### src/sv/u8xs_pkg.sv
// u8xs_pkg: shared types, constants and character-class functions for the
// utf-8 / xml character sanitizer. no dependencies.
package u8xs_pkg;

    localparam int unsigned MAX_SEQ_LEN = 6;
    localparam int unsigned SEEN_W      = 3;
    localparam int unsigned CODE_W      = 31;

    localparam logic [7:0] TAB_BYTE  = 8'h09;
    localparam logic [7:0] CONT_MASK = 8'hC0;
    localparam logic [7:0] CONT_TAG  = 8'h80;

    // one run of results caused by a single input byte
    typedef struct packed {
        logic [MAX_SEQ_LEN-1:0][7:0] bytes;
        logic [SEEN_W-1:0]           count;
        logic                        present;
        logic                        eos;
    } run_t;

    function automatic logic [SEEN_W-1:0] lead_len(input logic [7:0] b);
        logic [SEEN_W-1:0] len;
        begin
            if (b < 8'h80)      len = 3'd1;
            else if (b < 8'hC0) len = 3'd0;
            else if (b < 8'hE0) len = 3'd2;
            else if (b < 8'hF0) len = 3'd3;
            else if (b < 8'hF8) len = 3'd4;
            else if (b < 8'hFC) len = 3'd5;
            else if (b < 8'hFE) len = 3'd6;
            else                len = 3'd0;
            return len;
        end
    endfunction

    function automatic logic is_ctrl(input logic [7:0] b);
        begin
            return (b <= 8'h08) || (b == 8'h0B) || (b == 8'h0C) ||
                   (b >= 8'h0E && b <= 8'h1F);
        end
    endfunction

    function automatic logic code_ok(input logic [CODE_W-1:0] c);
        logic ok;
        begin
            ok = ((c >= 31'h20 && c <= 31'hD7FF) || (c >= 31'hE000 && c <= 31'hFFFD) ||
                  c == 31'h9 || c == 31'hA || c == 31'hD ||
                  (c >= 31'h10000 && c <= 31'h10FFFF));
            if ((c >= 31'h7F && c <= 31'h84) || (c >= 31'h86 && c <= 31'h9F))
                ok = 1'b0;
            if (c >= 31'hFDD0 && c <= 31'hFDEF)
                ok = 1'b0;
            // last two code points of each supplementary plane
            if (c >= 31'h1FFFE && c <= 31'h10FFFF && c[15:1] == 15'h7FFF)
                ok = 1'b0;
            return ok;
        end
    endfunction

endpackage

### src/sv/u8xs_decoder.sv
// u8xs_decoder: sequence state, byte buffer and per-byte run builder.
// depends on u8xs_pkg.
module u8xs_decoder
(
    input  logic          clk,
    input  logic          rst_n,
    input  logic          accept,
    input  logic [7:0]    in_byte,
    input  logic          string_end,
    output logic          run_valid,
    output u8xs_pkg::run_t run
);
    import u8xs_pkg::*;

    logic [SEEN_W-1:0] exp_reg, exp_next;
    logic [SEEN_W-1:0] seen_reg, seen_next;
    logic [CODE_W-1:0] acc_reg, acc_next;
    logic [MAX_SEQ_LEN-1:0][7:0] pend_reg;

    logic              pend_we;
    logic [SEEN_W-1:0] pend_idx;
    logic              cont;
    logic [SEEN_W-1:0] seen_inc;
    logic [CODE_W-1:0] acc_inc;
    logic [SEEN_W-1:0] len;
    logic [SEEN_W-1:0] cnt;

    always_comb
    begin
        exp_next  = exp_reg;
        seen_next = seen_reg;
        acc_next  = acc_reg;
        pend_we   = 1'b0;
        pend_idx  = seen_reg;
        cnt       = '0;
        run       = '0;
        run.present = 1'b1;
        len       = lead_len(in_byte);
        seen_inc  = seen_reg + 3'd1;
        acc_inc   = {acc_reg[CODE_W-7:0], in_byte[5:0]};
        cont      = (exp_reg != '0) && ((in_byte & CONT_MASK) == CONT_TAG) &&
                    (seen_reg < SEEN_W'(MAX_SEQ_LEN));

        if (cont)
        begin
            pend_we   = 1'b1;
            seen_next = seen_inc;
            acc_next  = acc_inc;
            if (seen_inc >= exp_reg)
            begin
                exp_next  = '0;
                seen_next = '0;
                acc_next  = '0;
                if (code_ok(acc_inc))
                begin
                    cnt = seen_inc;
                    for (int i = 0; i < MAX_SEQ_LEN; i++)
                        run.bytes[i] = (SEEN_W'(i) == seen_reg) ? in_byte : pend_reg[i];
                end
            end
        end
        else
        begin
            // broken sequence is dropped and this byte taken as a new lead
            exp_next  = '0;
            seen_next = '0;
            acc_next  = '0;
            if (is_ctrl(in_byte))
            begin
                cnt          = 3'd1;
                run.bytes[0] = TAB_BYTE;
            end
            else if (len == 3'd1)
            begin
                if (code_ok({24'd0, in_byte[6:0]}))
                begin
                    cnt          = 3'd1;
                    run.bytes[0] = in_byte;
                end
            end
            else if (len >= 3'd2)
            begin
                exp_next  = len;
                seen_next = 3'd1;
                acc_next  = {23'd0, in_byte & (8'h7F >> len)};
                pend_we   = 1'b1;
                pend_idx  = '0;
            end
        end

        if (string_end)
        begin
            exp_next  = '0;
            seen_next = '0;
            acc_next  = '0;
            run.eos   = 1'b1;
            if (cnt == '0)
            begin
                // bare end marker
                cnt         = 3'd1;
                run.bytes   = '0;
                run.present = 1'b0;
            end
        end

        run.count = cnt;
        run_valid = accept && (cnt != '0);
    end

    always_ff @(posedge clk or negedge rst_n)
    begin
        if (!rst_n)
        begin
            exp_reg  <= '0;
            seen_reg <= '0;
            acc_reg  <= '0;
        end
        else if (accept)
        begin
            exp_reg  <= exp_next;
            seen_reg <= seen_next;
            acc_reg  <= acc_next;
        end
    end

    always_ff @(posedge clk)
    begin
        if (accept && pend_we)
            pend_reg[pend_idx] <= in_byte;
    end

endmodule

### src/sv/utf8_xml_char_sanitizer.sv
// result path: runs are registered in the run queue and sent from its head.
// throughput: one byte per cycle while the run queue (of two) is not full and
// each byte yields at most one result; a byte of n results sends n beats.
// reset: rst_n clears the sequence state and empties the run queue; the
// byte buffer keeps no reset value.
module utf8_xml_char_sanitizer
(
    input  logic       clk,
    input  logic       rst_n,
    input  logic       byte_valid,
    output logic       byte_stall,
    input  logic [7:0] in_byte,
    input  logic       string_end,
    output logic       result_valid,
    input  logic       result_stall,
    output logic [7:0] out_byte,
    output logic       byte_present,
    output logic       run_last,
    output logic       end_of_string
);
    import u8xs_pkg::*;

    localparam int unsigned QDEPTH = 2;

    logic   in_acc;
    logic   run_valid;
    run_t   run;
    run_t   q_reg [QDEPTH];
    logic   wr_ptr_reg, rd_ptr_reg;
    logic [1:0]        cnt_reg, cnt_next;
    logic [SEEN_W-1:0] idx_reg;
    run_t   head;
    logic   out_acc;
    logic   last_beat;
    logic   push, pop;

    assign byte_stall = (cnt_reg == 2'(QDEPTH));
    assign in_acc     = byte_valid && !byte_stall;

    u8xs_decoder u_dec
    (
        .clk        (clk),
        .rst_n      (rst_n),
        .accept     (in_acc),
        .in_byte    (in_byte),
        .string_end (string_end),
        .run_valid  (run_valid),
        .run        (run)
    );

    assign head          = q_reg[rd_ptr_reg];
    assign result_valid  = (cnt_reg != 2'd0);
    assign last_beat     = (idx_reg == head.count - 3'd1);
    assign out_byte      = head.bytes[idx_reg];
    assign byte_present  = head.present;
    assign run_last      = last_beat;
    assign end_of_string = last_beat && head.eos;

    assign out_acc  = result_valid && !result_stall;
    assign push     = run_valid;
    assign pop      = out_acc && last_beat;
    assign cnt_next = cnt_reg + 2'(push) - 2'(pop);

    always_ff @(posedge clk or negedge rst_n)
    begin
        if (!rst_n)
        begin
            wr_ptr_reg <= 1'b0;
            rd_ptr_reg <= 1'b0;
            cnt_reg    <= '0;
            idx_reg    <= '0;
        end
        else
        begin
            cnt_reg <= cnt_next;
            if (push)
                wr_ptr_reg <= ~wr_ptr_reg;
            if (pop)
            begin
                rd_ptr_reg <= ~rd_ptr_reg;
                idx_reg    <= '0;
            end
            else if (out_acc)
                idx_reg <= idx_reg + 3'd1;
        end
    end

    always_ff @(posedge clk)
    begin
        if (push)
            q_reg[wr_ptr_reg] <= run;
    end

`ifndef SYNTHESIS
    a_marker_shape: assert property (@(posedge clk) disable iff (!rst_n)
        result_valid && !byte_present |-> out_byte == 8'h00 && run_last && end_of_string)
        else $error("end marker malformed");

    a_run_no_gap: assert property (@(posedge clk) disable iff (!rst_n)
        result_valid && !result_stall && !run_last |=> result_valid)
        else $error("run broken by a bubble");

    a_end_queued: assert property (@(posedge clk) disable iff (!rst_n)
        byte_valid && !byte_stall && string_end |=> cnt_reg != 2'd0)
        else $error("string end left nothing queued");

    a_cnt_range: assert property (@(posedge clk) disable iff (!rst_n)
        cnt_reg <= 2'(QDEPTH))
        else $error("run queue overflow");
`endif

endmodule
### config.mk
export PLATFORM = sky130hd
export DESIGN_NAME = utf8_xml_char_sanitizer
export DESIGN_NICKNAME = d
export VERILOG_FILES = /design/src/sv/u8xs_pkg.sv /design/src/sv/u8xs_decoder.sv /design/src/sv/utf8_xml_char_sanitizer.sv
export SDC_FILE = /design/constraint.sdc
export NUM_CORES = 1
export LEC_CHECK = 0
export BUFFER_PORTS_ARGS = -buffer_cell sky130_fd_sc_hd__buf_4
export CAP_MARGIN = 25
export CORE_ASPECT_RATIO = 1.1
export CORE_UTILIZATION = 40
export DETAILED_ROUTE_END_ITERATION = 8
export GPL_TIMING_DRIVEN = 0
export PLACE_DENSITY = 0.55
export SLEW_MARGIN = 0
export SYNTH_ARGS = -nofsm -noshare
export SYNTH_HDL_FRONTEND = slang
export SYNTH_SLANG_ARGS = --single-unit
### constraint.sdc
create_clock -name clk -period 6.2 [get_ports clk]
set_clock_uncertainty 0.15 [all_clocks]
set_input_delay 1.24 -clock clk [delete_from_list [all_inputs] [get_ports clk]]
set_output_delay 1.24 -clock clk [all_outputs]
set_load 0.05 [all_outputs]
==> results.json <==
{
  "status": "complete, no violations",
  "reg2reg_depth": 11,
  "path_class": "in2reg",
  "crit_required_ns": 6.19,
  "gr-usage-all-layers": 0.192,
  "nNetsFinal": 687,
  "gr-total-overflow": 0,
  "crit_end": "q_reg[0][46]",
  "cp.arrival_ns": 4.78,
  "fin_crit_ns": 4.79,
  "max_cap_viol_count": 0,
  "post-route-drc-count": 0,
  "netlist.area_leader.share": 0.530,
  "rr_startpoint": "u_dec.seen_reg[0]",
  "avgSynthCellArea_um2": 14.3,
  "clk_pin_slew_ns": 0.07,
  "core_mm2": 0.0214,
  "tritoncts": "done",
  "maxSlewHeadroom": 0.351,
  "ant_nets": 0,
  "slew_violations": 0,
  "routed_via_density": 5.53,
  "synth-async-reset-ratio": 0.198,
  "die_w_um": 143,
  "crit_path_frequent_cell": "buf_16",
  "clock_path_buffers": 2,
  "grt_max_degree": 39,
  "vias": 5334,
  "yosysSeqAreaShare": 0.639,
  "syn-num-nets": 637,
  "r2r-end": "q_reg[0][46]",
  "syn_inst": 612,
  "io_pins": 26,
  "routed_wl_um": 20300,
  "grt_pass1_wl_um": 30900,
  "grt_pass1_vias": 5221,
  "root_buffer": "clkbuf_16",
  "dp_hpwl_um": 14400,
  "synth_compound_area_frac": 0.0981,
  "synth_mux_area_frac": 0.102,
  "post-cts-setup-buffer-count": 0,
  "ctsHoldBuffers": 0,
  "drive_gt1_frac": 0.191,
  "start_util": 0.408,
  "drtIter0Drc": 371,
  "gp_congestion": 0.833,
  "final_cell_mix": "edfxtp_1 (154), nor2_1 (45), nand2_1 (43)",
  "synth_top_family_by_area": "simple AND/OR/NAND/NOR gates",
  "wl_per_cell_um": 21.1,
  "min_path_type": "reg2reg",
  "vdd_ir_drop_max_uv": 204,
  "final-hold-violation-count": 0,
  "yosys.area_share.simple": 0.105,
  "endpoint_kind": "flip-flop",
  "port_buffers": 25,
  "h-tree-depth": 4,
  "power_density_mw_per_mm2": 397,
  "netlist_area_mm2": 0.00872,
  "finalSetupViolations": 0,
  "cts_resized": 0,
  "cp_max_fo": 17,
  "rsz0062_at_grt": "false",
  "largest_reg_flops": 106,
  "yosysUniqueCellTypes": 61,
  "die_h_um": 157,
  "area_growth_pct": 14.8,
  "synth_edf_count": 154,
  "antenna_found_initial": 0,
  "antennaDiodeCount": 0,
  "cts-buffers-inserted": 17,
  "yosysTopAreaCell": "edfxtp_1",
  "slowest_stage": "a211oi_4",
  "ys.flop_type": "edfxtp_1",
  "synth_area_leaders": "edfxtp_1 (53%), dfrtp_1 (11%), mux4_2 (6.2%)",
  "dieArea_mm2": 0.0224,
  "rows": 56,
  "clock-sinks": 192,
  "clock.fmax_mhz": 209,
  "synthAdderAreaFrac": 0.0172,
  "worstPathCellList": "buf_4, clkbuf_1, inv_1, a211oi_1, o311ai_1, o311ai_4, nand3b_1, a211oi_4, buf_8, buf_16, buf_16",
  "dr.pass1.iters": 5,
  "finish.utilization": 0.469,
  "fin_total_pwr_w": 0.00398,
  "worst_slew_pin_slew_ns": 0.965,
  "period_share": 0.772,
  "ff2ff_setup_slack_ns": 1.92,
  "yosys_warnings": 0,
  "synth-xor-area-share": 0.00903,
  "clock_latency_ns": 0.44,
  "ys_ff_latch": 192,
  "cp-startpoint": "in_byte[3]",
  "layout_commonest_cell": "edfxtp_1",
  "critPathLaunchType": "input port",
  "p_leak_nw": 3.65,
  "slowest_delay_ns": 0.68
}
-- cells in the mapped netlist, drive strengths merged (5+ instances only) --
master / instances
o22ai: 8
mux4: 24
nor2: 45
nor4: 7
o2111ai: 6
buf: 13
xnor2: 6
nor3: 9
o21ai: 7
nand3: 28
nand4: 5
nor2b: 9
clkbuf: 22
a21oi: 25
dfrtp: 38
nand2: 43
mux2i: 33
ha: 12
edfxtp: 154
and2: 8
a22o: 28
inv: 22
-- worst min path at each step --
stage | start | end | slack [ns] | cells after the start
detailed placement | u_dec.acc_reg[23] | u_dec.acc_reg[23] | 0.33 | 1
global route | u_dec.acc_reg[23] | u_dec.acc_reg[23] | 0.36 | 1
finish | u_dec.acc_reg[23] | u_dec.acc_reg[23] | 0.35 | 1
floorplan | cnt_reg[1] | cnt_reg[1] | 0.31 | 1
global placement | cnt_reg[1] | cnt_reg[1] | 0.33 | 1
CTS | u_dec.acc_reg[23] | u_dec.acc_reg[23] | 0.35 | 1
-- final cells by class --
type / count / area (um2)
inverter: 22 / 82.6
clock inverter: 15 / 163
sequential: 192 / 5580
multi-input combinational: 363 / 2940
tap: 290 / 363
clock buffer: 17 / 425
timing repair buffer: 31 / 303
fill: 1855 / 11400
buffer: 35 / 169
-- where the power goes --
part	internal, W	leakage, nW	switching (W)	total (W)
sequential	0.00157	1.96	0.0000581	0.00163
combinational	0.000474	1.41	0.000791	0.00127
clock	0.000543	0.285	0.000540	0.00108
-- metal layers --
layer  global-route usage  up-vias  share of wire
li1                     -     2460              -
met1                0.259     2691           0.45
met2                0.317      159           0.49
met3               0.0377       24          0.045
met4               0.0558        0          0.012
met5                    0        -              0
-- cell families (layout without fill, tap and decap cells) --
kind of cell | Yosys count | after routing
buffers and inverters | 57 | 120
AOI/OAI and AO/OA | 105 | 105
adders and majority gates | 12 | 12
DFF | 192 | 192
xor gates and xnor gates | 9 | 9
muxes | 59 | 59
and+or+nand+nor | 178 | 178
-- stage by stage --
step / hold slack, ns / worst slack (ns) / TNS, ns / instances / area [um2]
2_1_floorplan: 0.310 / -1.02 / -108.01 / 612 / 8720
3_3_place_gp: 0.325 / -4.01 / -421.26 / 927 / 9280
3_5_place_dp: 0.335 / 0.874 / 0 / 933 / 9430
4_1_cts: 0.353 / 1.34 / 0 / 965 / 10000
5_1_grt: 0.358 / 1.20 / 0 / 965 / 10000
6_report: 0.348 / 1.41 / 0 / 965 / 10000
-- worst max-delay path, delay by kind of cell --
family | cells | cell delay [ns]
AND/OR/NAND/NOR | 1 | 0.30
AO/OA/AOI/OAI | 4 | 1.55
buffers and inverters | 6 | 1.65
No activity file was read; power rests on OpenSTA's default activity.
